`config.mk`:
```
export PLATFORM = sky130hd
export DESIGN_NAME = fdg_div
export DESIGN_NICKNAME = d
export VERILOG_FILES = /design/src/sv/fdg_pkg.sv /design/src/sv/fdg_div.sv
export SDC_FILE = /design/constraint.sdc
export NUM_CORES = 1
export LEC_CHECK = 0
export BUFFER_PORTS_ARGS = -buffer_cell sky130_fd_sc_hd__buf_4
export CAP_MARGIN = 20
export CORE_MARGIN = 1.5
export CORE_UTILIZATION = 50
export DETAILED_ROUTE_END_ITERATION = 8
export GPL_ROUTABILITY_DRIVEN = 0
export GPL_TIMING_DRIVEN = 0
export PLACE_DENSITY = 0.79
export REMOVE_ABC_BUFFERS = 1
export SYNTH_ARGS = -nofsm -noshare
export SYNTH_HDL_FRONTEND = slang
export SYNTH_SLANG_ARGS = --single-unit
```
`constraint.sdc`:
```
create_clock -name clk_i -period 2.67 [get_ports clk_i]
set_input_delay 0.267 -clock clk_i [delete_from_list [all_inputs] [get_ports clk_i]]
set_output_delay 0.267 -clock clk_i [all_outputs]
set_load 0.01 [all_outputs]
```
`src/sv/fdg_pkg.sv`:
```
// Shared constants, types and curve table generation for the fade envelope gain block.
package fdg_pkg;

  localparam int MAX_REGION_SAMPLES = 1048576;
  localparam int SAMPLE_BITS        = 24;
  localparam int CURVE_TABLE_DEPTH  = 1024;

  localparam int LEN_BITS = $clog2(MAX_REGION_SAMPLES + 1);
  localparam int POS_BITS = $clog2(MAX_REGION_SAMPLES);

  // Fade positions and gains are Q0.16 with one extra bit so that unity fits.
  localparam int FRAC_BITS = 16;
  localparam int GAIN_BITS = FRAC_BITS + 1;
  localparam int GAIN_ONE  = 1 << FRAC_BITS;

  localparam int CURVE_ADDR_BITS = $clog2(CURVE_TABLE_DEPTH);
  localparam int CURVE_IDX_BITS  = CURVE_ADDR_BITS + 1;
  localparam int FRAC_SHIFT      = FRAC_BITS - CURVE_ADDR_BITS;

  localparam int MCAND_BITS    = (SAMPLE_BITS > GAIN_BITS) ? SAMPLE_BITS : GAIN_BITS + 1;
  localparam int PROD_BITS     = MCAND_BITS + 1 + GAIN_BITS - FRAC_BITS;
  localparam int STEP_CNT_BITS = $clog2(GAIN_BITS + 1);

  localparam int CFG_IDX_BITS  = 3;
  localparam int CFG_DATA_BITS = LEN_BITS;

  typedef enum logic [CFG_IDX_BITS-1:0] {
    REG_REGION_LENGTH   = 3'd0,
    REG_FADE_IN_LENGTH  = 3'd1,
    REG_FADE_OUT_LENGTH = 3'd2,
    REG_FADE_IN_SHAPE   = 3'd3,
    REG_FADE_OUT_SHAPE  = 3'd4
  } cfg_reg_e;

  typedef enum logic [1:0] {
    SHAPE_LINEAR = 2'd0,
    SHAPE_SQUARE = 2'd1,
    SHAPE_LOG    = 2'd2,
    SHAPE_COSINE = 2'd3
  } curve_shape_e;

  typedef logic [GAIN_BITS-1:0] curve_rom_t [CURVE_TABLE_DEPTH+1];

  localparam longint unsigned Q30_ONE       = 64'd1073741824;
  localparam longint unsigned HALF_PI_Q30   = 64'd1686629713;
  localparam longint unsigned LN2_Q30       = 64'd744261118;
  localparam longint unsigned LN10_Q30      = 64'd2472381918;
  localparam longint unsigned LN10_HALF_Q30 = LN10_Q30 / 2;

  // Restoring long division, used only while the tables are built.
  function automatic longint unsigned long_div(longint unsigned numer,
                                               longint unsigned denom);
    longint unsigned quot;
    longint unsigned rem;
    quot = 0;
    rem  = 0;
    for (int b = 63; b >= 0; b--) begin
      rem = {rem[62:0], numer[b]};
      if (rem >= denom) begin
        rem     = rem - denom;
        quot[b] = 1'b1;
      end
    end
    return quot;
  endfunction

  // Raised cosine point, half of 1 - cos(pi p), computed as sin^2 of a quarter turn.
  function automatic logic [GAIN_BITS-1:0] cos_point(longint unsigned k);
    longint unsigned theta;
    longint unsigned th2;
    longint unsigned term;
    longint unsigned s;
    longint unsigned g;
    longint unsigned n;
    longint          sum;
    theta = (HALF_PI_Q30 * k) / CURVE_TABLE_DEPTH;
    th2   = (theta * theta) >> 30;
    term  = theta;
    sum   = longint'(theta);
    for (n = 1; n <= 9; n++) begin
      term = long_div((term * th2) >> 30, (2 * n) * (2 * n + 1));
      if (n[0]) begin
        sum = sum - longint'(term);
      end else begin
        sum = sum + longint'(term);
      end
    end
    if (sum < 0) begin
      sum = 0;
    end
    s = unsigned'(sum);
    if (s > Q30_ONE) begin
      s = Q30_ONE;
    end
    g = (s * s + (64'd1 << 43)) >> 44;
    if (g > 64'(GAIN_ONE)) begin
      g = 64'(GAIN_ONE);
    end
    return GAIN_BITS'(g);
  endfunction

  // Point of log10(1 + 9p) through an atanh series on the reduced mantissa.
  function automatic logic [GAIN_BITS-1:0] log_point(longint unsigned k);
    longint unsigned y;
    longint unsigned m;
    longint unsigned z;
    longint unsigned z2;
    longint unsigned pw;
    longint unsigned sum;
    longint unsigned ln;
    longint unsigned g;
    longint unsigned n;
    y = Q30_ONE + (64'd9 * Q30_ONE * k) / CURVE_TABLE_DEPTH;
    m = 0;
    while (y >= 2 * Q30_ONE) begin
      y = y >> 1;
      m = m + 1;
    end
    z   = long_div((y - Q30_ONE) << 30, y + Q30_ONE);
    z2  = (z * z) >> 30;
    sum = z;
    pw  = z;
    for (n = 1; n <= 14; n++) begin
      pw  = (pw * z2) >> 30;
      sum = sum + long_div(pw, 2 * n + 1);
    end
    ln = 2 * sum + m * LN2_Q30;
    g  = long_div(ln * 64'(GAIN_ONE) + LN10_HALF_Q30, LN10_Q30);
    if (g > 64'(GAIN_ONE)) begin
      g = 64'(GAIN_ONE);
    end
    return GAIN_BITS'(g);
  endfunction

  function automatic curve_rom_t build_cos_rom();
    curve_rom_t rom;
    for (int k = 0; k <= CURVE_TABLE_DEPTH; k++) begin
      rom[k] = cos_point(64'(k));
    end
    rom[0]                 = '0;
    rom[CURVE_TABLE_DEPTH] = GAIN_BITS'(GAIN_ONE);
    return rom;
  endfunction

  function automatic curve_rom_t build_log_rom();
    curve_rom_t rom;
    for (int k = 0; k <= CURVE_TABLE_DEPTH; k++) begin
      rom[k] = log_point(64'(k));
    end
    rom[0]                 = '0;
    rom[CURVE_TABLE_DEPTH] = GAIN_BITS'(GAIN_ONE);
    return rom;
  endfunction

endpackage

```
`src/sv/fdg_div.sv`:
```
// Bit-serial restoring divider producing a Q0.16 fraction of numerator over denominator.
module fdg_div (
  input  logic                           clk_i,
  input  logic                           rst_ni,
  input  logic                           start_i,
  input  logic [fdg_pkg::LEN_BITS-1:0]   numer_i,
  input  logic [fdg_pkg::LEN_BITS-1:0]   denom_i,
  output logic [fdg_pkg::FRAC_BITS-1:0]  quot_o,
  output logic                           done_o
);
  import fdg_pkg::*;

  logic [LEN_BITS-1:0]      rem_q;
  logic [LEN_BITS-1:0]      denom_q;
  logic [FRAC_BITS-1:0]     quot_q;
  logic [STEP_CNT_BITS-1:0] cnt_q;
  logic                     busy_q;
  logic                     done_q;
  logic [LEN_BITS:0]        rem_shl;
  logic [LEN_BITS:0]        trial;
  logic                     fits;

  // The numerator is always below the denominator, so the doubled remainder fits.
  assign rem_shl = {rem_q, 1'b0};
  assign trial   = rem_shl - {1'b0, denom_q};
  assign fits    = rem_shl >= {1'b0, denom_q};

  always_ff @(posedge clk_i or negedge rst_ni) begin
    if (!rst_ni) begin
      busy_q <= 1'b0;
      done_q <= 1'b0;
      cnt_q  <= '0;
    end else begin
      done_q <= busy_q && (cnt_q == STEP_CNT_BITS'(1));
      if (start_i) begin
        busy_q <= 1'b1;
        cnt_q  <= STEP_CNT_BITS'(FRAC_BITS);
      end else if (busy_q) begin
        cnt_q <= cnt_q - STEP_CNT_BITS'(1);
        if (cnt_q == STEP_CNT_BITS'(1)) begin
          busy_q <= 1'b0;
        end
      end
    end
  end

  always_ff @(posedge clk_i) begin
    if (start_i) begin
      rem_q   <= numer_i;
      denom_q <= denom_i;
      quot_q  <= '0;
    end else if (busy_q) begin
      rem_q  <= fits ? trial[LEN_BITS-1:0] : rem_shl[LEN_BITS-1:0];
      quot_q <= {quot_q[FRAC_BITS-2:0], fits};
    end
  end

  assign quot_o = quot_q;
  assign done_o = done_q;

endmodule

```
# Yosys cells after proc, flatten, opt, wreduce, memory -nomap -nowiden
# Cells that the tools add are included.
# Widths: inputs -> output; s select.
# op_classes
addsub	2
n_lt_le_gt_ge	1
eq_ne	1
mux	8
reduce_logical	2
# op_table
operator	n
$mux 21	3
$ge 22x21->1	1
$sub 21x21->21	1
$mux 5	2
$eq 5x1->1 const B	1
$sub 5x1->5 const B	1
$mux 1	3
$reduce_bool 2->1	1
$logic_and 1x1->1	1
# word_totals
regBits	65
input_bits	45
out_inout_bits	17
wordCells	20

# Longest topological paths before layout
# depth
word_depth	4
ltp_mapped	12
mapped_depth_nobuf	10

# Worst setup path after synthesis
# Ideal clock, no wire load.
# synth_path
kind	register to register
startpoint	reg rem_q[1]
endpoint	reg rem_q[1] (data pin)
setup_time_ns	0.260
arrival_ns	2.075
required_time_ns	2.410
setup_slack_ns	0.335
path_stages_with_launch	10
n_path_buf	1
period_less_slack_ns	2.335
path_cell_list	edfxtp_1 > ha_1 > nor2b_1 > o31a_2 > o21ai_2 > a21o_1 > o2111a_1 > buf_6 > mux2i_1 > mux2_2
# synth_via
elab_chain_len	4
# synth_lines
item	line_no	rtl
from (decl)	fdg_div.sv:13	logic [LEN_BITS-1:0] rem_q;
from (signal assigned)	fdg_div.sv:49	rem_q <= numer_i;
from (signal assigned)	fdg_div.sv:53	rem_q <= fits ? trial[LEN_BITS-1:0] : rem_shl[LEN_BITS-1:0];
$ge 22x21->1	fdg_div.sv:26	assign fits = rem_shl >= {1'b0, denom_q};
$mux 21	fdg_div.sv:53	
$mux 21	fdg_div.sv:52	end else if (busy_q) begin
$mux 21	fdg_div.sv:48	if (start_i) begin
# Every way passes these cells. The select of a mux whose other input is x is not followed.
# A chain may end at the register's enable or synchronous reset.

# Worst setup path after layout
# layout_path
startpoint	reg rem_q[6]
endpoint	reg rem_q[13] (data pin)
# layout_via
elab_chain_len	4
elab_cells_between_ends	5
classes_between	add/sub (1); order compare (1); mux (3)
# layout_lines
item	line_no
$sub 21x21->21 or $ge 22x21->1 (tied branches)	fdg_div.sv:25, fdg_div.sv:26
$mux 21 (*)	fdg_div.sv:53
$mux 21 (*)	fdg_div.sv:52
$mux 21 (*)	fdg_div.sv:48
# Mark *: on every way between the ends. The rest lies on a longest branch, timed or not. The select of a mux whose other input is x is not followed.

==> key figures <==
Outcome
  • Status: finished, final reports clean

Floorplan
  • Die ar.: 0.008337 mm2
  • Row count: 32
  • Die width: 91.31 um
  • DIE HEIGHT: 91.31 um
  • Io pins: 62
  • Core Area: 0.007647 mm2
  • Initial Util: 50.98%

STA
  • Final hold violation count: 0
  • Period utilization: 98.30%
  • Min cycle time layout: 2.624 ns
  • Clk_skew: 0.009450 ns
  • Final setup violating endpoints: 0
  • Slew Viols, Final: 0
  • Slew headroom: 36.10%
  • Measured slew at the worst slew-check pin: 0.9585 ns
  • F_max: 381.0 MHz
  • Hold_ws: 0.08017 ns

Worst setup path
  • CP required: 2.78 ns
  • R2R Path End: rem_q[13]
  • R2R depth: 8
  • Startpoint Class: flip-flop
  • Origin of the critical flop-to-flop path: rem_q[6]
  • Capture point of the worst path: rem_q[13]
  • Reg2reg setup slack: 0.05 ns
  • CP arrival: 2.73 ns
  • WP buf/inv: 2
  • WP depth: 8
  • CP Max Fanout: 8
  • CP startpoint: rem_q[6]
  • CP Cell Sequence: ha_2 > a2111o_1 > o21ai_4 > a21o_1 > buf_4 > o2111ai_4 > buf_12 > a31o_2
  • CP max-delay cell: a2111o_1
  • Critical path endpoint category: flip-flop
  • Crit-path leading delay family: compound AO/OA/AOI/OAI gates
  • Critical path class: flip-flop to flip-flop
  • Slowest stage delay, CP: 0.47 ns

Final layout
  • Most frequent cells in the layout: buf_4, nand2_1, edfxtp_1
  • Antenna cells: 0
  • Nets: 532
  • Multi-input logic area: 0.002046 mm2
  • Fillers: 622
  • Register area: 0.001757 mm2
  • Commonest non-fill, non-tap cell in the layout: buf_4
  • Area delta synth->final: 23.56%
  • Layout cells sized above 1: 25.64%
  • Non-filler instance count after layout: 570
  • Post-layout util: 62.99%

Synthesis
  • Post-synth EDFFs: 42
  • Syn Inst Count: 401
  • Distinct cell type count after synthesis: 65
  • YS warnings: 0
  • Syn avg cell area: 9.723 um2
  • Netlist Area Pre-Place: 0.003899 mm2
  • Share of flip-flops with an asynchronous set or reset: 10.77%
  • Synth Flop Type: edfxtp_1
  • Register area share after synthesis: 45.06%
  • Synth area leaders: edfxtp_1, dfxtp_1, ha_1, mux2i_1, dfrtp_1
  • Flops & latches, synth: 65
  • Yosys top cell area share: 32.35%
  • Leading area contributor after synthesis: edfxtp_1

Clocking
  • CTS sink count: 65
  • CTS tree: built
  • Clock latency on the worst-skew pair: 0.36 ns
  • Clock root buffer: clkbuf_8
  • Clock Pin Slew Worst Setup and Hold Paths: 0.08 ns
  • CTS Buf Count: 9
  • H-tree depth: 3
  • CTS max path bufs: 2

Power
  • Combinational fraction of design power: 53.1%
  • Cell internal pwr: 0.002957 W
  • Switching Share: 41.19%
  • Static leakage: 2.115 nW
  • Peak supply drop: 0.0004052 V
  • Power share of the clock group: 16.6%
  • NetSw: 0.002071 W
  • Reg power frac: 30.3%
  • PD cells: 1044 mW/mm2

Routing
  • Final wirelength: 8827 um
  • DRC viols: 0
  • Vias: 3214
  • WL met2: 4370 um
  • Met3 wire len: 597 um
  • Top layer in use: met4
  • Final ANT Viol Nets: 0
  • DR WL/cell: 15.49 um
  • Drt via density: 5.639
  • DRT Pass-1 Iters: 6
  • Wire length on met1: 3734 um
  • First-iteration detailed-routing DRC count: 185

Placement
  • Placed Cells: 542
  • HPWL after detailed placement: 5654 um
  • Port Buffers: 61

Global routing
  • Largest net degree at the start of global routing: 74
  • GR Overflow Total: 0
  • Number of global-route vias before repair: 3167
  • Global-route wire length before repair: 14610 um
  • GRT Total Usage: 21.89%
  • Initial antenna violation count: 0

Run
  • Max Cap Viol: 0

Min path
  • Worst min path class: input port to flip-flop
[through the flow]
stage / setup TNS (ns) / cell area (um2) / total power [W] / setup WS [ns]
final: 0 / 4817 / 0.005028 / 0.04552
after global routing: -0.05425 / 4817 / 0.005383 / -0.02042
after CTS: -0.004469 / 4643 / 0.004711 / -0.004469
after detailed placement: -19.74 / 4374 / 0.003745 / -0.5919
after global placement: -17.29 / 4374 / 0.003658 / -0.5326
after floorplan: -0.04497 / 3789 / 0.003215 / -0.04497
[how the worst min path moves through the flow]
| stage | from | slack, ns | cells after the start | end |
|---|---|---|---|---|
| finish | denom_i[2] | 0.08 | 1 | denom_q[2] |
| global route | denom_i[8] | 0.07 | 1 | denom_q[8] |
| CTS | denom_i[11] | 0.07 | 1 | denom_q[11] |
| detailed placement | rst_ni | 0.08 | 1 | cnt_q[1] |
| global placement | rst_ni | 0.08 | 1 | done_o |
| floorplan | rst_ni | -0.03 | 0 | busy_q |
[sequential cells by signal (all words and copies together), names as in the netlist]
signal and count:
cnt_q 5, rem_q 21, done_o 1, denom_q 21
quot_o 16, busy_q 1
[final cells by class]
cell class              count  area share (%)
flip-flops and latches     65           36.47
multi-input cells         286           42.47
well taps                 102           2.649
inverters                  29           2.338
clock inverters             6          0.9351
clock buffers              10           3.091
repair buffers             72           12.05
[cells in the mapped netlist, drive strengths merged, types with 2 or more instances]
cell type and number:
a211oi 5, a21boi 2, a21o 4, a21oi 17, a2bb2oi 3, a31oi 4
buf 11, clkbuf 11, dfrtp 7, dfxtp 16, edfxtp 42, ha 23
inv 28, mux2i 19, nand2 44, nand2b 2, nand3 23, nand4 7
nor2 36, nor2b 3, nor3 9, o2111ai 2, o211ai 4, o21a 4
o21ai 22, o21bai 3, o311ai 7, o31a 2, o31ai 2, or3 3
xnor2 8, xor2 8
[repair_timing]
item / CTS / global route
gates resized for setup: 6 / 21
endpoints found under the setup margin: 43 / 42
hold buffers: 1 / 0
hold endpoints to repair: 7 / 0
pin swaps: 1 / 2
cloned: 1 / 0
setup buffers: 2 / 8
[layer usage]
| metal | global-route usage (%) | vias up |
|---|---|---|
| met5 | 0 | - |
| met4 | 7.552 | 0 |
| met3 | 5.193 | 16 |
| met2 | 36.38 | 109 |
| met1 | 27.81 | 1499 |
| li1 | - | 1590 |
[cells by family (layout without fill, tap and decap cells)]
group | after synthesis | after routing | share of synthesized area [%]
XOR/XNOR | 16 | 16 | 3.594
multiplexers | 20 | 20 | 5.167
adder cells (fa/ha/maj) | 24 | 24 | 7.895
buffers and inverters | 51 | 117 | 5.616
flip-flops | 65 | 65 | 45.06
AO/OA/AOI/OAI | 92 | 93 | 16.66
AND/OR/NAND/NOR | 133 | 133 | 16.01
[power by group through the flow]
stage               Combinational (W)  Sequential, W  Clock [W]
floorplan                     0.00172        0.00150          0
global placement              0.00214        0.00152          0
detailed placement            0.00221        0.00153          0
CTS                           0.00235        0.00151   0.000847
global route                  0.00294        0.00155   0.000894
finish                        0.00267        0.00152   0.000835
Note: power is estimated with default switching activity, not from simulation.
