`src/sv/fdg_pkg.sv`:
```
// Shared constants, types and curve table generation for the fade envelope gain block.
package fdg_pkg;

  localparam int MAX_REGION_SAMPLES = 1048576;
  localparam int SAMPLE_BITS        = 24;
  localparam int CURVE_TABLE_DEPTH  = 1024;

  localparam int LEN_BITS = $clog2(MAX_REGION_SAMPLES + 1);
  localparam int POS_BITS = $clog2(MAX_REGION_SAMPLES);

  // Fade positions and gains are Q0.16 with one extra bit so that unity fits.
  localparam int FRAC_BITS = 16;
  localparam int GAIN_BITS = FRAC_BITS + 1;
  localparam int GAIN_ONE  = 1 << FRAC_BITS;

  localparam int CURVE_ADDR_BITS = $clog2(CURVE_TABLE_DEPTH);
  localparam int CURVE_IDX_BITS  = CURVE_ADDR_BITS + 1;
  localparam int FRAC_SHIFT      = FRAC_BITS - CURVE_ADDR_BITS;

  localparam int MCAND_BITS    = (SAMPLE_BITS > GAIN_BITS) ? SAMPLE_BITS : GAIN_BITS + 1;
  localparam int PROD_BITS     = MCAND_BITS + 1 + GAIN_BITS - FRAC_BITS;
  localparam int STEP_CNT_BITS = $clog2(GAIN_BITS + 1);

  localparam int CFG_IDX_BITS  = 3;
  localparam int CFG_DATA_BITS = LEN_BITS;

  typedef enum logic [CFG_IDX_BITS-1:0] {
    REG_REGION_LENGTH   = 3'd0,
    REG_FADE_IN_LENGTH  = 3'd1,
    REG_FADE_OUT_LENGTH = 3'd2,
    REG_FADE_IN_SHAPE   = 3'd3,
    REG_FADE_OUT_SHAPE  = 3'd4
  } cfg_reg_e;

  typedef enum logic [1:0] {
    SHAPE_LINEAR = 2'd0,
    SHAPE_SQUARE = 2'd1,
    SHAPE_LOG    = 2'd2,
    SHAPE_COSINE = 2'd3
  } curve_shape_e;

  typedef logic [GAIN_BITS-1:0] curve_rom_t [CURVE_TABLE_DEPTH+1];

  localparam longint unsigned Q30_ONE       = 64'd1073741824;
  localparam longint unsigned HALF_PI_Q30   = 64'd1686629713;
  localparam longint unsigned LN2_Q30       = 64'd744261118;
  localparam longint unsigned LN10_Q30      = 64'd2472381918;
  localparam longint unsigned LN10_HALF_Q30 = LN10_Q30 / 2;

  // Restoring long division, used only while the tables are built.
  function automatic longint unsigned long_div(longint unsigned numer,
                                               longint unsigned denom);
    longint unsigned quot;
    longint unsigned rem;
    quot = 0;
    rem  = 0;
    for (int b = 63; b >= 0; b--) begin
      rem = {rem[62:0], numer[b]};
      if (rem >= denom) begin
        rem     = rem - denom;
        quot[b] = 1'b1;
      end
    end
    return quot;
  endfunction

  // Raised cosine point, half of 1 - cos(pi p), computed as sin^2 of a quarter turn.
  function automatic logic [GAIN_BITS-1:0] cos_point(longint unsigned k);
    longint unsigned theta;
    longint unsigned th2;
    longint unsigned term;
    longint unsigned s;
    longint unsigned g;
    longint unsigned n;
    longint          sum;
    theta = (HALF_PI_Q30 * k) / CURVE_TABLE_DEPTH;
    th2   = (theta * theta) >> 30;
    term  = theta;
    sum   = longint'(theta);
    for (n = 1; n <= 9; n++) begin
      term = long_div((term * th2) >> 30, (2 * n) * (2 * n + 1));
      if (n[0]) begin
        sum = sum - longint'(term);
      end else begin
        sum = sum + longint'(term);
      end
    end
    if (sum < 0) begin
      sum = 0;
    end
    s = unsigned'(sum);
    if (s > Q30_ONE) begin
      s = Q30_ONE;
    end
    g = (s * s + (64'd1 << 43)) >> 44;
    if (g > 64'(GAIN_ONE)) begin
      g = 64'(GAIN_ONE);
    end
    return GAIN_BITS'(g);
  endfunction

  // Point of log10(1 + 9p) through an atanh series on the reduced mantissa.
  function automatic logic [GAIN_BITS-1:0] log_point(longint unsigned k);
    longint unsigned y;
    longint unsigned m;
    longint unsigned z;
    longint unsigned z2;
    longint unsigned pw;
    longint unsigned sum;
    longint unsigned ln;
    longint unsigned g;
    longint unsigned n;
    y = Q30_ONE + (64'd9 * Q30_ONE * k) / CURVE_TABLE_DEPTH;
    m = 0;
    while (y >= 2 * Q30_ONE) begin
      y = y >> 1;
      m = m + 1;
    end
    z   = long_div((y - Q30_ONE) << 30, y + Q30_ONE);
    z2  = (z * z) >> 30;
    sum = z;
    pw  = z;
    for (n = 1; n <= 14; n++) begin
      pw  = (pw * z2) >> 30;
      sum = sum + long_div(pw, 2 * n + 1);
    end
    ln = 2 * sum + m * LN2_Q30;
    g  = long_div(ln * 64'(GAIN_ONE) + LN10_HALF_Q30, LN10_Q30);
    if (g > 64'(GAIN_ONE)) begin
      g = 64'(GAIN_ONE);
    end
    return GAIN_BITS'(g);
  endfunction

  function automatic curve_rom_t build_cos_rom();
    curve_rom_t rom;
    for (int k = 0; k <= CURVE_TABLE_DEPTH; k++) begin
      rom[k] = cos_point(64'(k));
    end
    rom[0]                 = '0;
    rom[CURVE_TABLE_DEPTH] = GAIN_BITS'(GAIN_ONE);
    return rom;
  endfunction

  function automatic curve_rom_t build_log_rom();
    curve_rom_t rom;
    for (int k = 0; k <= CURVE_TABLE_DEPTH; k++) begin
      rom[k] = log_point(64'(k));
    end
    rom[0]                 = '0;
    rom[CURVE_TABLE_DEPTH] = GAIN_BITS'(GAIN_ONE);
    return rom;
  endfunction

endpackage

```
`src/sv/fdg_mul.sv`:
```
// Bit-serial shift-add multiplier of a signed multiplicand by an unsigned gain, scaled by 2^-16.
module fdg_mul (
  input  logic                                  clk_i,
  input  logic                                  rst_ni,
  input  logic                                  start_i,
  input  logic signed [fdg_pkg::MCAND_BITS-1:0] mcand_i,
  input  logic        [fdg_pkg::GAIN_BITS-1:0]  mplier_i,
  output logic signed [fdg_pkg::PROD_BITS-1:0]  prod_o,
  output logic                                  done_o
);
  import fdg_pkg::*;

  logic signed [MCAND_BITS-1:0] mcand_q;
  logic signed [MCAND_BITS:0]   hi_q;
  logic        [GAIN_BITS-1:0]  lo_q;
  logic [STEP_CNT_BITS-1:0]     cnt_q;
  logic                         busy_q;
  logic                         done_q;
  logic signed [MCAND_BITS:0]   addend;
  logic signed [MCAND_BITS:0]   sum;

  // The multiplier bits leave lo_q from the bottom while product bits enter from the top.
  assign addend = lo_q[0] ? {mcand_q[MCAND_BITS-1], mcand_q} : '0;
  assign sum    = hi_q + addend;

  always_ff @(posedge clk_i or negedge rst_ni) begin
    if (!rst_ni) begin
      busy_q <= 1'b0;
      done_q <= 1'b0;
      cnt_q  <= '0;
    end else begin
      done_q <= busy_q && (cnt_q == STEP_CNT_BITS'(1));
      if (start_i) begin
        busy_q <= 1'b1;
        cnt_q  <= STEP_CNT_BITS'(GAIN_BITS);
      end else if (busy_q) begin
        cnt_q <= cnt_q - STEP_CNT_BITS'(1);
        if (cnt_q == STEP_CNT_BITS'(1)) begin
          busy_q <= 1'b0;
        end
      end
    end
  end

  always_ff @(posedge clk_i) begin
    if (start_i) begin
      mcand_q <= mcand_i;
      hi_q    <= '0;
      lo_q    <= mplier_i;
    end else if (busy_q) begin
      hi_q <= {sum[MCAND_BITS], sum[MCAND_BITS:1]};
      lo_q <= {sum[0], lo_q[GAIN_BITS-1:1]};
    end
  end

  // Dropping the low FRAC_BITS of the two's complement product rounds toward minus infinity.
  assign prod_o = {hi_q, lo_q[GAIN_BITS-1:FRAC_BITS]};
  assign done_o = done_q;

endmodule

```
`config.mk`:
```
export PLATFORM = sky130hd
export DESIGN_NAME = fdg_mul
export DESIGN_NICKNAME = d
export VERILOG_FILES = /design/src/sv/fdg_pkg.sv /design/src/sv/fdg_mul.sv
export SDC_FILE = /design/constraint.sdc
export NUM_CORES = 1
export LEC_CHECK = 0
export BUFFER_PORTS_ARGS = -buffer_cell sky130_fd_sc_hd__buf_2
export CAP_MARGIN = 5
export CORE_MARGIN = 3
export CORE_UTILIZATION = 50
export DETAILED_ROUTE_END_ITERATION = 8
export PLACE_DENSITY = 0.76
export SLEW_MARGIN = 5
export SYNTH_ARGS = -nofsm -noshare
export SYNTH_HDL_FRONTEND = slang
export SYNTH_SLANG_ARGS = --single-unit
```
`constraint.sdc`:
```
create_clock -name clk_i -period 3.4 [get_ports clk_i]
set_input_delay 0.17 -clock clk_i [delete_from_list [all_inputs] [get_ports clk_i]]
set_output_delay 0.17 -clock clk_i [all_outputs]
set_load 0.005 [all_outputs]
```
; Word level (Yosys, flattened, before mapping)
; Cells that the tools add are included.
[word_totals]
latch_bits = 0
romBits = 0
output_inout_bits = 27
input_bits = 44
ram_bits = 0
reg_bits = 72
n_memories = 0
[classes]
eq_ne = 1
n_shift = 0
reduce_logical = 2
n_mux = 8
n_lt_le_gt_ge = 0
add_sub_neg = 2
mul = 0
bitwise_logic = 0
div = 0
[ops]
columns = operator, n
row1 = 17-bit 2-to-1 mux, 2
row2 = 24-bit by 25-bit adder with 25-bit output, 1
row3 = 25-bit 2-to-1 mux, 1
row4 = 5-bit 2-to-1 mux, 2
row5 = "5-bit by 1-bit equality test with 1-bit output, second input constant", 1
row6 = "5-bit by 1-bit subtractor with 5-bit output, second input constant", 1
row7 = 1-bit 2-to-1 mux, 3
row8 = 2-bit nonzero test, 1
row9 = 1-bit logical AND, 1

; Longest topological paths before layout
; Gate-level depths: netlist of the first run.
[logic_depth]
word_depth = 4
mapped_depth = 11
mapped_depth_nobuf = 10

; Least setup slack after synthesis of the first run
; Ideal clock, no wire load.
[synth_path]
path_kind = flip-flop to flip-flop
startpoint = register lo_q[0]
endpoint = register, netlist name hi_q[23]
path_buffers = 1
required_time_ns = 3.332
t_arrival_ns = 3.238
path_slack_ns = 0.094
setup_ns = 0.068
stages_incl_launch_ff = 12
path_cell_list = edfxtp_1 clkbuf_1 and2_1 ha_1 fa_1 a21o_1 a221oi_4 a211oi_2 or4_1 a311o_1 a2111o_1 o21ai_2
[synth_between]
elab_chain_len = 2
[synth_rtl]
columns = element, line_no
row1 = start: declaration, fdg_mul.sv:15  ; logic [GAIN_BITS-1:0] lo_q;
row2 = start signal: assignment, fdg_mul.sv:49  ; lo_q <= mplier_i;
row3 = start signal: assignment, fdg_mul.sv:52  ; lo_q <= {sum[0], lo_q[GAIN_BITS-1:1]};
row4 = 25-bit 2-to-1 mux, fdg_mul.sv:23  ; assign addend = lo_q[0] ? {mcand_q[MCAND_BITS-1], mcand_q} : '0;
row5 = 24-bit by 25-bit adder with 25-bit output, fdg_mul.sv:24  ; assign sum = hi_q + addend;
; Every way passes these cells.
; A chain may end at the register's enable or synchronous reset.

; Worst setup path in the final report of the first run
[layout_path]
startpoint = register lo_q[0]
endpoint = register, netlist name hi_q[23]
[layout_between]
elab_chain_len = 2
[layout_rtl]
columns = element, line_no
row1 = 25-bit 2-to-1 mux, fdg_mul.sv:23
row2 = 24-bit by 25-bit adder with 25-bit output, fdg_mul.sv:24
; Every way passes these cells.

==> reports/metrics.csv, run 1 <==
metric,value,unit
status,"finished, final reports clean",
VDD IR max,0.399,mV
sw frac,37.6,%
pre-CTS setup slack,16.7,ps
Core ar.,0.00745,mm2
First-pass DRT Iterations,4,
"commonest non-fill, non-tap cell in the layout",buf_2,
worst clock skew,9.21,ps
Syn Nets,439,
fin crit share,95.3,%
DR iter-0 viols,192,
via count,3099,
PwrDens,731,mW/mm2
Worst Reg-to-Reg Cells,10,
ys flop type,edfxtp_1,
maximum number of pins on one net before global-route repair,59,
CP endpoint kind,register,
total power,3.55,mW
Hold WC Path Type,primary input to register,
area of the die,0.00898,mm2
final antenna-violating net count,0,
Total Routing Usage GR,20.6,%
sequential share of power,37.9,%
Slowest cell on crit path,or4_4,
clk_lat worst skew,370,ps
Synth cell types,50,
power share of the clock group,19.9,%
most frequent cells in the layout,"70 x buf_2, 41 x edfxtp_1, 28 x nand2_1",
WS Path Type,register to register,
Synth Instances,368,
nets@finish,537,
switching power,1.34,mW
Area Growth Syn to Fin,23.5,%
Tightest Pin Transition,1020,ps
CP Data Arrival Time,3550,ps
fin crit period,3240,ps
RSZ-0062 raised after global routing,false,
Yosys reg bits,72,
cts bufs inserted,9,
number of synthesized flops with an enable pin,41,
met3 Use GR,6.69,%
CP Max Fanout,17,
placed cell area,0.00439,mm2
Max stage delay on crit path,510,ps
GPL Wtd Cong,0.886,
setup_tns,0,ps
initial core utilization,52.9,%
grt ovf,0,
Post-synth ARST share,9.72,%
cell count of the worst hold path,2,
endpoints failing setup,0,
global routing met2 resource utilization,33.1,%
row cnt,31,
Max clock buf depth,2,
Clock H-tree levels,3,
diode count,0,
I/O pin count,71,
final core utilization,65.3,%
Vias/cell,5.44,
DIE HEIGHT,94.8,um
first-pass GRT wire length,14300,um
Most Crowded Layer GR,met2,
CTS Root Cell,clkbuf_8,
combinational power share,42.2,%
"Seq/Total Area, Yosys",47.9,%
relative slew slack,31.8,%
Lkg Pwr,2.16,nW
Synth Warn #,0,
"critical path, cell by cell","buf_6, and2_1, fa_2, a21o_1, a221oi_4, a211oi_2, or4_4, a311o_1, a2111o_1, o21ai_2",
fmax,308,MHz
setup ws final,158,ps
Final Hold Vio Count,0,
placed wire-length estimate,5850,um
Syn Std Cell Area,0.00394,mm2
Mean Syn Cell Area,10.7,um2
Port Buffer Count,70,
Slew Limit Fails,0,
Pint,2.22,mW
drc violations,0,
initial antenna violation count,0,
Clock transition at path regs,90,ps
layout cells sized above 1,25.3,%
# clock sinks,72,
"Req. time, crit path",3710,ps
final WL,8610,um
WL per Instance,15.1,um
max-cap viol count,0,
crit start category,register,
vias in the first global route,3079,
CTS tree,yes,
met1 usage,26.0,%
post-route cell area,0.00486,mm2
Die Width,94.8,um
## power by group through the flow
stage                     logic (mW)  registers [mW]  clock network (mW)
after floorplan                 1.05            1.33                   0
after global placement          1.42            1.36                   0
after detailed placement        1.44            1.36                   0
after CTS                       1.48            1.35               0.721
after global routing            1.68            1.38               0.762
final                           1.50            1.35               0.707
## logic make-up (layout without fill, tap and decap cells)
logic type / after synthesis / count (layout) / synth area share (%)
AO/OA/AOI/OAI: 85 / 85 / 14.6
multiplexers: 23 / 23 / 6.38
buffers and inverters: 21 / 124 / 2.22
AND/OR/NAND/NOR: 118 / 118 / 15.2
flip-flops: 72 / 72 / 47.9
XOR/XNOR: 22 / 22 / 4.89
adder cells (fa/ha/maj): 27 / 27 / 8.77
## layout make-up
cell class | instances | area (um2)
fill | 592 | 2580
multi-input combinational | 275 | 1970
sequential | 72 | 1890
timing repair buffer | 103 | 664
clock buffer | 9 | 124
tap | 99 | 124
clock inverter | 7 | 76.3
inverter | 5 | 18.8
## worst paths after layout
kind	endpoint	slack (ps)	start
setup reg to reg	hi_q[23]$_SDFFE_PP0P_	160	lo_q[0]$_DFFE_PP_
min in group asynchronous	cnt_q[2]$_DFFE_PN0P_	160	rst_ni
hold / removal	hi_q[23]$_SDFFE_PP0P_	90	start_i
max in group asynchronous	cnt_q[4]$_DFFE_PN0P_	3090	rst_ni
setup / recovery	hi_q[23]$_SDFFE_PP0P_	160	lo_q[0]$_DFFE_PP_
hold reg to reg	hi_q[20]$_SDFFE_PP0P_	480	hi_q[20]$_SDFFE_PP0P_
## sequential cells by signal (all words and copies together), names as in the netlist
register	cells
mcand_q	24
done_o	1
hi_q	24
lo_q	17
cnt_q	5
busy_q	1
## Yosys cell counts (2+ instances only)
library cell	n	share of area [%]
nor4_1	4	0.64
mux2_2	17	4.9
xor2_1	7	1.6
xnor2_1	15	3.3
a211oi_1	5	0.95
a211o_1	5	1.1
a31oi_1	3	0.48
nor2_1	27	2.6
nand2b_1	4	0.64
and2_1	24	3.8
buf_4	2	0.38
nand3_1	5	0.64
nand4_1	5	0.79
inv_1	5	0.48
edfxtp_1	41	31
dfxtp_1	24	12
and3_1	3	0.48
a21o_1	10	1.9
o21ai_0	22	2.8
or3b_2	2	0.44
mux2i_1	6	1.5
nor3b_1	2	0.38
nor3_1	8	1.0
clkbuf_1	9	0.86
a311o_1	2	0.51
ha_1	26	8.3
o31ai_1	2	0.38
a21oi_1	23	2.9
nor2b_1	2	0.32
nand2_1	28	2.7
dfrtp_1	7	4.4
buf_1	4	0.38
a2111o_1	2	0.57
## worst max-delay path, delay by kind of cell, from the launching register on
kind            cells  cell delay [ps]
simple gates        2              680
fa+ha+maj           1              370
compound gates      6             1510
buf+inv             1              180
flops               1              440
## metal layers
metal | up-vias | routed length [um]
met4 | 0 | 118
met1 | 1439 | 3880
li1 | 1555 | -
met2 | 94 | 4070
met5 | - | 0
met3 | 11 | 549
## stage by stage
step	std cells	hold WS (ps)
5_1_grt	570	80.7
4_1_cts	569	84.3
3_3_place_gp	527	10.5
3_5_place_dp	527	15.3
2_1_floorplan	368	-126
6_report	570	88.5
## repair_timing
action                     CTS  global route
buffers inserted             1             1
hold buffers                25             0
gates resized for setup      0             3
pin swaps                    1             1
setup endpoints to repair    1             1
hold endpoints to repair    31             0
Power figures use the tool's default switching activity.
==> run 2, diff against run 1 <==
- CAP_MARGIN: 5 -> 40
- CELL_PAD_IN_SITES_DETAIL_PLACEMENT: not set -> 0
- CELL_PAD_IN_SITES_GLOBAL_PLACEMENT: not set -> 1
- CORE_UTILIZATION: 50 -> 39
- PLACE_DENSITY: 0.76 -> not set
- PLACE_DENSITY_LB_ADDON: not set -> 0.1
==> run 2 against run 1 <==
Effect of this change:
- sequential share of layout area is 0.39 points lower
- hold slack better by 17 ps
- global-route usage is 3.6 points lower
- sequential power hardly changed
- register-to-register slack hardly changed
- setup slack better by 14 ps
- die area is 26% higher
- largest cell class unchanged
==> reports/metrics.csv, run 2 (synthesis results as in run 1) <==
metric,value,unit
Port Buffer Count,70,
max-cap viol count,0,
status,"finished, final reports clean",
endpoints failing setup,0,
Max clock buf depth,2,
Slew Limit Fails,0,
PwrDens,720,mW/mm2
nets@finish,537,
post-route cell area,0.00491,mm2
cts bufs inserted,9,
area of the die,0.0113,mm2
Total Routing Usage GR,16.9,%
met1 usage,22.2,%
pre-CTS setup slack,79.7,ps
Core ar.,0.00977,mm2
initial core utilization,40.3,%
met3 Use GR,4.43,%
global routing met2 resource utilization,27.3,%
clk_lat worst skew,360,ps
Fill cells,952,
CTS tree,yes,
Area Growth Syn to Fin,24.7,%
grt ovf,0,
via count,3068,
Largest regs,"hi_q (24), mcand_q (24), lo_q (17)",
setup ws final,172,ps
final WL,8980,um
Vias/cell,5.08,
Reg area,0.00189,mm2
row cnt,36,
placed cell area,0.00445,mm2
drc violations,0,
maximum number of pins on one net before global-route repair,59,
fin crit period,3230,ps
fin crit share,94.9,%
Most Crowded Layer GR,met2,
Inst Count DP,563,
layout cells sized above 1,25.5,%
# clock sinks,72,
crit start category,register,
Lkg Pwr,2.17,nW
"CP delay by family, top",compound AO/OA/AOI/OAI gates,
Hold WC Path Type,primary input to register,
Clock transition at path regs,90,ps
First-pass DRT Iterations,4,
Post-Layout Cell Count,604,
I/O pin count,71,
"Req. time, crit path",3690,ps
Tightest Pin Transition,707,ps
Die Width,106,um
final antenna-violating net count,0,
most frequent cells in the layout,"70 x buf_2, 41 x edfxtp_1, 28 x nand2_1",
fmax,310,MHz
initial antenna violation count,0,
vias in the first global route,3066,
Max stage delay on crit path,510,ps
worst clock skew,14.0,ps
WP buf/inv,0,
CP Max Fanout,4,
GPL Wtd Cong,0.838,
final core utilization,50.3,%
CP Data Arrival Time,3520,ps
first-pass GRT wire length,15100,um
placed wire-length estimate,6470,um
Final Hold Vio Count,0,
WL per Instance,14.9,um
"commonest non-fill, non-tap cell in the layout",buf_2,
diode count,0,
DR iter-0 viols,171,
CP endpoint kind,register,
"critical path, cell by cell","and2_1, ha_1, fa_2, a21o_1, a221oi_4, a211oi_2, or4_4, a311o_1, a2111o_1, o21ai_2",
relative slew slack,52.9,%
setup_tns,0,ps
CTS Root Cell,clkbuf_8,
DIE HEIGHT,106,um
RSZ-0062 raised after global routing,false,
Clock H-tree levels,3,
Slowest cell on crit path,or4_4,
VDD IR max,0.309,mV
multi-input logic area,0.00197,mm2
WS Path Type,register to register,
## run 2: cell types whose count changed in the layout (fill, tap and decap cells not counted), sizes merged
cell and delta:
inv -1, clkinvlp -1, clkinv +2
## run 2: worst paths after layout
kind                       slack [ps]  cells past startpoint                    end             startpoint
min reg2reg                       480                      2  hi_q[19]$_SDFFE_PP0P_  hi_q[19]$_SDFFE_PP0P_
max in group asynchronous        3070                      2   cnt_q[0]$_DFFE_PN0P_                 rst_ni
min in group asynchronous         160                      2   cnt_q[2]$_DFFE_PN0P_                 rst_ni
max reg2reg                       170                     10  hi_q[23]$_SDFFE_PP0P_      lo_q[0]$_DFFE_PP_
max                               170                     10  hi_q[23]$_SDFFE_PP0P_      lo_q[0]$_DFFE_PP_
min                               110                      2      lo_q[6]$_DFFE_PP_            mplier_i[6]
## run 2: layout make-up
type,instances,share of cell area (%)
Clock buffer,9,2.52
Clock inverter,7,1.60
Inverter,5,0.382
Multi-Input combinational cell,275,40.1
Sequential cell,72,38.4
Tap cell,133,3.39
Timing Repair Buffer,103,13.6
## run 2: where the power goes
group          internal [mW]  switching, mW  leakage [nW]  total, mW
logic                  0.701          0.806          1.37       1.51
clock network          0.348          0.350         0.105      0.698
registers               1.17          0.159         0.696       1.33
total                   2.22           1.32          2.17       3.54
## run 2: per-stage QoR
step           hold slack (ps)  total power [mW]
2_1_floorplan             -126              2.38
3_3_place_gp              14.1              2.82
3_5_place_dp              14.9              2.84
4_1_cts                   80.4              3.59
5_1_grt                   79.2              3.84
6_report                   106              3.54
## run 2: repair_timing
| action | in CTS | in global routing |
|---|---|---|
| hold buffers | 25 | 0 |
| hold endpoints to repair | 31 | 0 |
| resized for setup | 0 | 2 |
| buffers inserted | 0 | 0 |
| endpoints found under the setup margin | 0 | 1 |
## run 2: routing by layer
| layer | vias up | wire length (um) |
|---|---|---|
| met5 | - | 0 |
| met4 | 0 | 150 |
| met3 | 13 | 351 |
| met2 | 55 | 4260 |
| met1 | 1443 | 4210 |
| li1 | 1557 | - |
## run 2: worst register-to-register path, delay by kind of cell (launching register included)
kind,cells,cell delay (ps)
and+or+nand+nor,2,680
adders and majority gates,2,570
AOI/OAI and AO/OA,6,1500
DFF,1,430
==> run 3, diff against run 2 <==
- CORE_ASPECT_RATIO: not set -> 1.5
==> run 3 against run 2 <==
Effect of this change:
- clock-buffer cell count rose by 1
- sequential power hardly changed
- setup slack got worse by 16 ps
- combinational power about the same
- register-to-register slack lost 20 ps
- highest routed layer unchanged
==> reports/metrics.csv, run 3 (synthesis results as in run 1) <==
metric,value,unit
RSZ-0062 raised after global routing,false,
fmax,308,MHz
Max clock buf depth,2,
grt ovf,0,
crit path to,hi_q[23]$_SDFFE_PP0P_,
Pint,2.45,mW
Worst R2R Start,lo_q[0]$_DFFE_PP_,
Slew Limit Fails,0,
Max stage delay on crit path,510,ps
"Req. time, crit path",3670,ps
sequential share of power,35.7,%
WP depth,10,
WS Path Type,register to register,
fin crit share,95.4,%
VDD IR max,0.299,mV
First-pass DRT Iterations,4,
CTS tree,yes,
PwrDens,776,mW/mm2
vias in the first global route,3102,
Total Routing Usage GR,17.6,%
cell count of the worst hold path,1,
Fill cells,921,
status,"finished, final reports clean",
setup_tns,0,ps
Lkg Pwr,2.17,nW
"CP delay by family, top",compound AO/OA/AOI/OAI gates,
Area Growth Syn to Fin,24.4,%
Clock transition at path regs,60,ps
WL per Instance,16.1,um
combinational power share,39.3,%
final WL,9310,um
area of the die,0.0114,mm2
"critical path, cell by cell","and2_1, ha_1, fa_2, a21o_1, a221oi_4, a211oi_2, or4_4, a311o_1, a2111o_1, o21ai_2",
multi-input logic area,0.00197,mm2
Inst Count DP,545,
CP startpoint,lo_q[0]$_DFFE_PP_,
row cnt,44,
Worst Reg-to-Reg Cells,10,
nets@finish,528,
CP Max Fanout,3,
diode count,0,
power share of the clock group,25.1,%
Die Width,88.1,um
Slowest cell on crit path,or4_4,
crit start category,register,
Tightest Pin Transition,865,ps
CTS Root Cell,clkbuf_16,
Largest regs,"hi_q (24), mcand_q (24), lo_q (17)",
most frequent cells in the layout,"70 x buf_2, 41 x edfxtp_1, 28 x nand2_1",
via count,3077,
# clock sinks,72,
Port Buffer Count,70,
I/O pin count,71,
Vias/cell,5.33,
maximum number of pins on one net before global-route repair,51,
first-pass GRT wire length,15200,um
CP Data Arrival Time,3520,ps
relative slew slack,42.3,%
layout cells sized above 1,25.8,%
final antenna-violating net count,0,
Core ar.,0.00974,mm2
CP endpoint kind,register,
max-cap viol count,0,
post-CTS setup buffer count,0,
DR iter-0 viols,142,
worst r2r dst,hi_q[23]$_SDFFE_PP0P_,
R2R setup slack,160,ps
worst clock skew,8.39,ps
fin crit period,3240,ps
WP buf/inv,0,
sw frac,35.7,%
drc violations,0,
endpoints failing setup,0,
initial antenna violation count,0,
"commonest non-fill, non-tap cell in the layout",buf_2,
Clock H-tree levels,3,
Final Hold Vio Count,0,
cts bufs inserted,9,
Post-Layout Cell Count,577,
setup ws final,156,ps
clk_lat worst skew,340,ps
GPL Wtd Cong,0.835,
post-route cell area,0.00490,mm2
placed wire-length estimate,6760,um
Hold WC Path Type,primary input to register,
pre-CTS setup slack,35.7,ps
DIE HEIGHT,129,um
switching power,1.36,mW
placed cell area,0.00444,mm2
initial core utilization,40.4,%
Reg area,0.00189,mm2
-- run 3: through the flow --
| stage | total power, mW | hold slack (ps) | util (%) |
|---|---|---|---|
| 6_report | 3.80 | 7.59 | 50.3 |
| 5_1_grt | 4.09 | 0.635 | 50.3 |
| 4_1_cts | 3.85 | 0.159 | 50.0 |
| 3_5_place_dp | 2.86 | 15.0 | 45.5 |
| 3_3_place_gp | 2.85 | 7.91 | 45.5 |
| 2_1_floorplan | 2.38 | -126 | - |
-- run 3: worst register-to-register path, delay by kind of cell, from the launching register on --
kind	cells	cell delay, ps
compound gates	6	1490
fa+ha+maj	2	560
flops	1	450
simple gates	2	680
-- run 3: worst min path at each step --
stage,endpoint,from
floorplan,busy_q$_DFF_PN0_,rst_ni
finish,mcand_q[1]$_DFFE_PP_,mcand_i[1]
CTS,mcand_q[16]$_DFFE_PP_,mcand_i[16]
global route,mcand_q[1]$_DFFE_PP_,mcand_i[1]
global placement,done_o$_DFF_PN0_,rst_ni
detailed placement,done_o$_DFF_PN0_,rst_ni
-- run 3: layout make-up --
class / instances / area share, %
multi-input cells: 275 / 40.2
flip-flops and latches: 72 / 38.5
repair buffers: 94 / 11.9
clock buffers: 10 / 4.67
well taps: 115 / 2.94
clock inverters: 6 / 1.38
inverters: 5 / 0.383
-- run 3: power by group through the flow --
stage	clock, mW	sequential [mW]	combinational [mW]
after CTS	0.976	1.37	1.51
after global placement	0	1.37	1.47
final	0.954	1.36	1.49
after global routing	1.01	1.39	1.69
after detailed placement	0	1.38	1.48
after floorplan	0	1.33	1.05
-- run 3: routing by layer --
layer	part of all wire, %	up-vias	GRT usage, %
li1	-	1541	-
met1	41	1474	20.2
met2	53	51	31.5
met3	3.4	11	3.82
met4	1.7	0	6.67
met5	0	-	0
-- run 3: repair_timing --
| item | in CTS | in global routing |
|---|---|---|
| endpoints found under the setup margin | 0 | 1 |
| endpoints found under the hold margin | 20 | 2 |
| hold buffers | 14 | 2 |
| gates resized for setup | 0 | 2 |
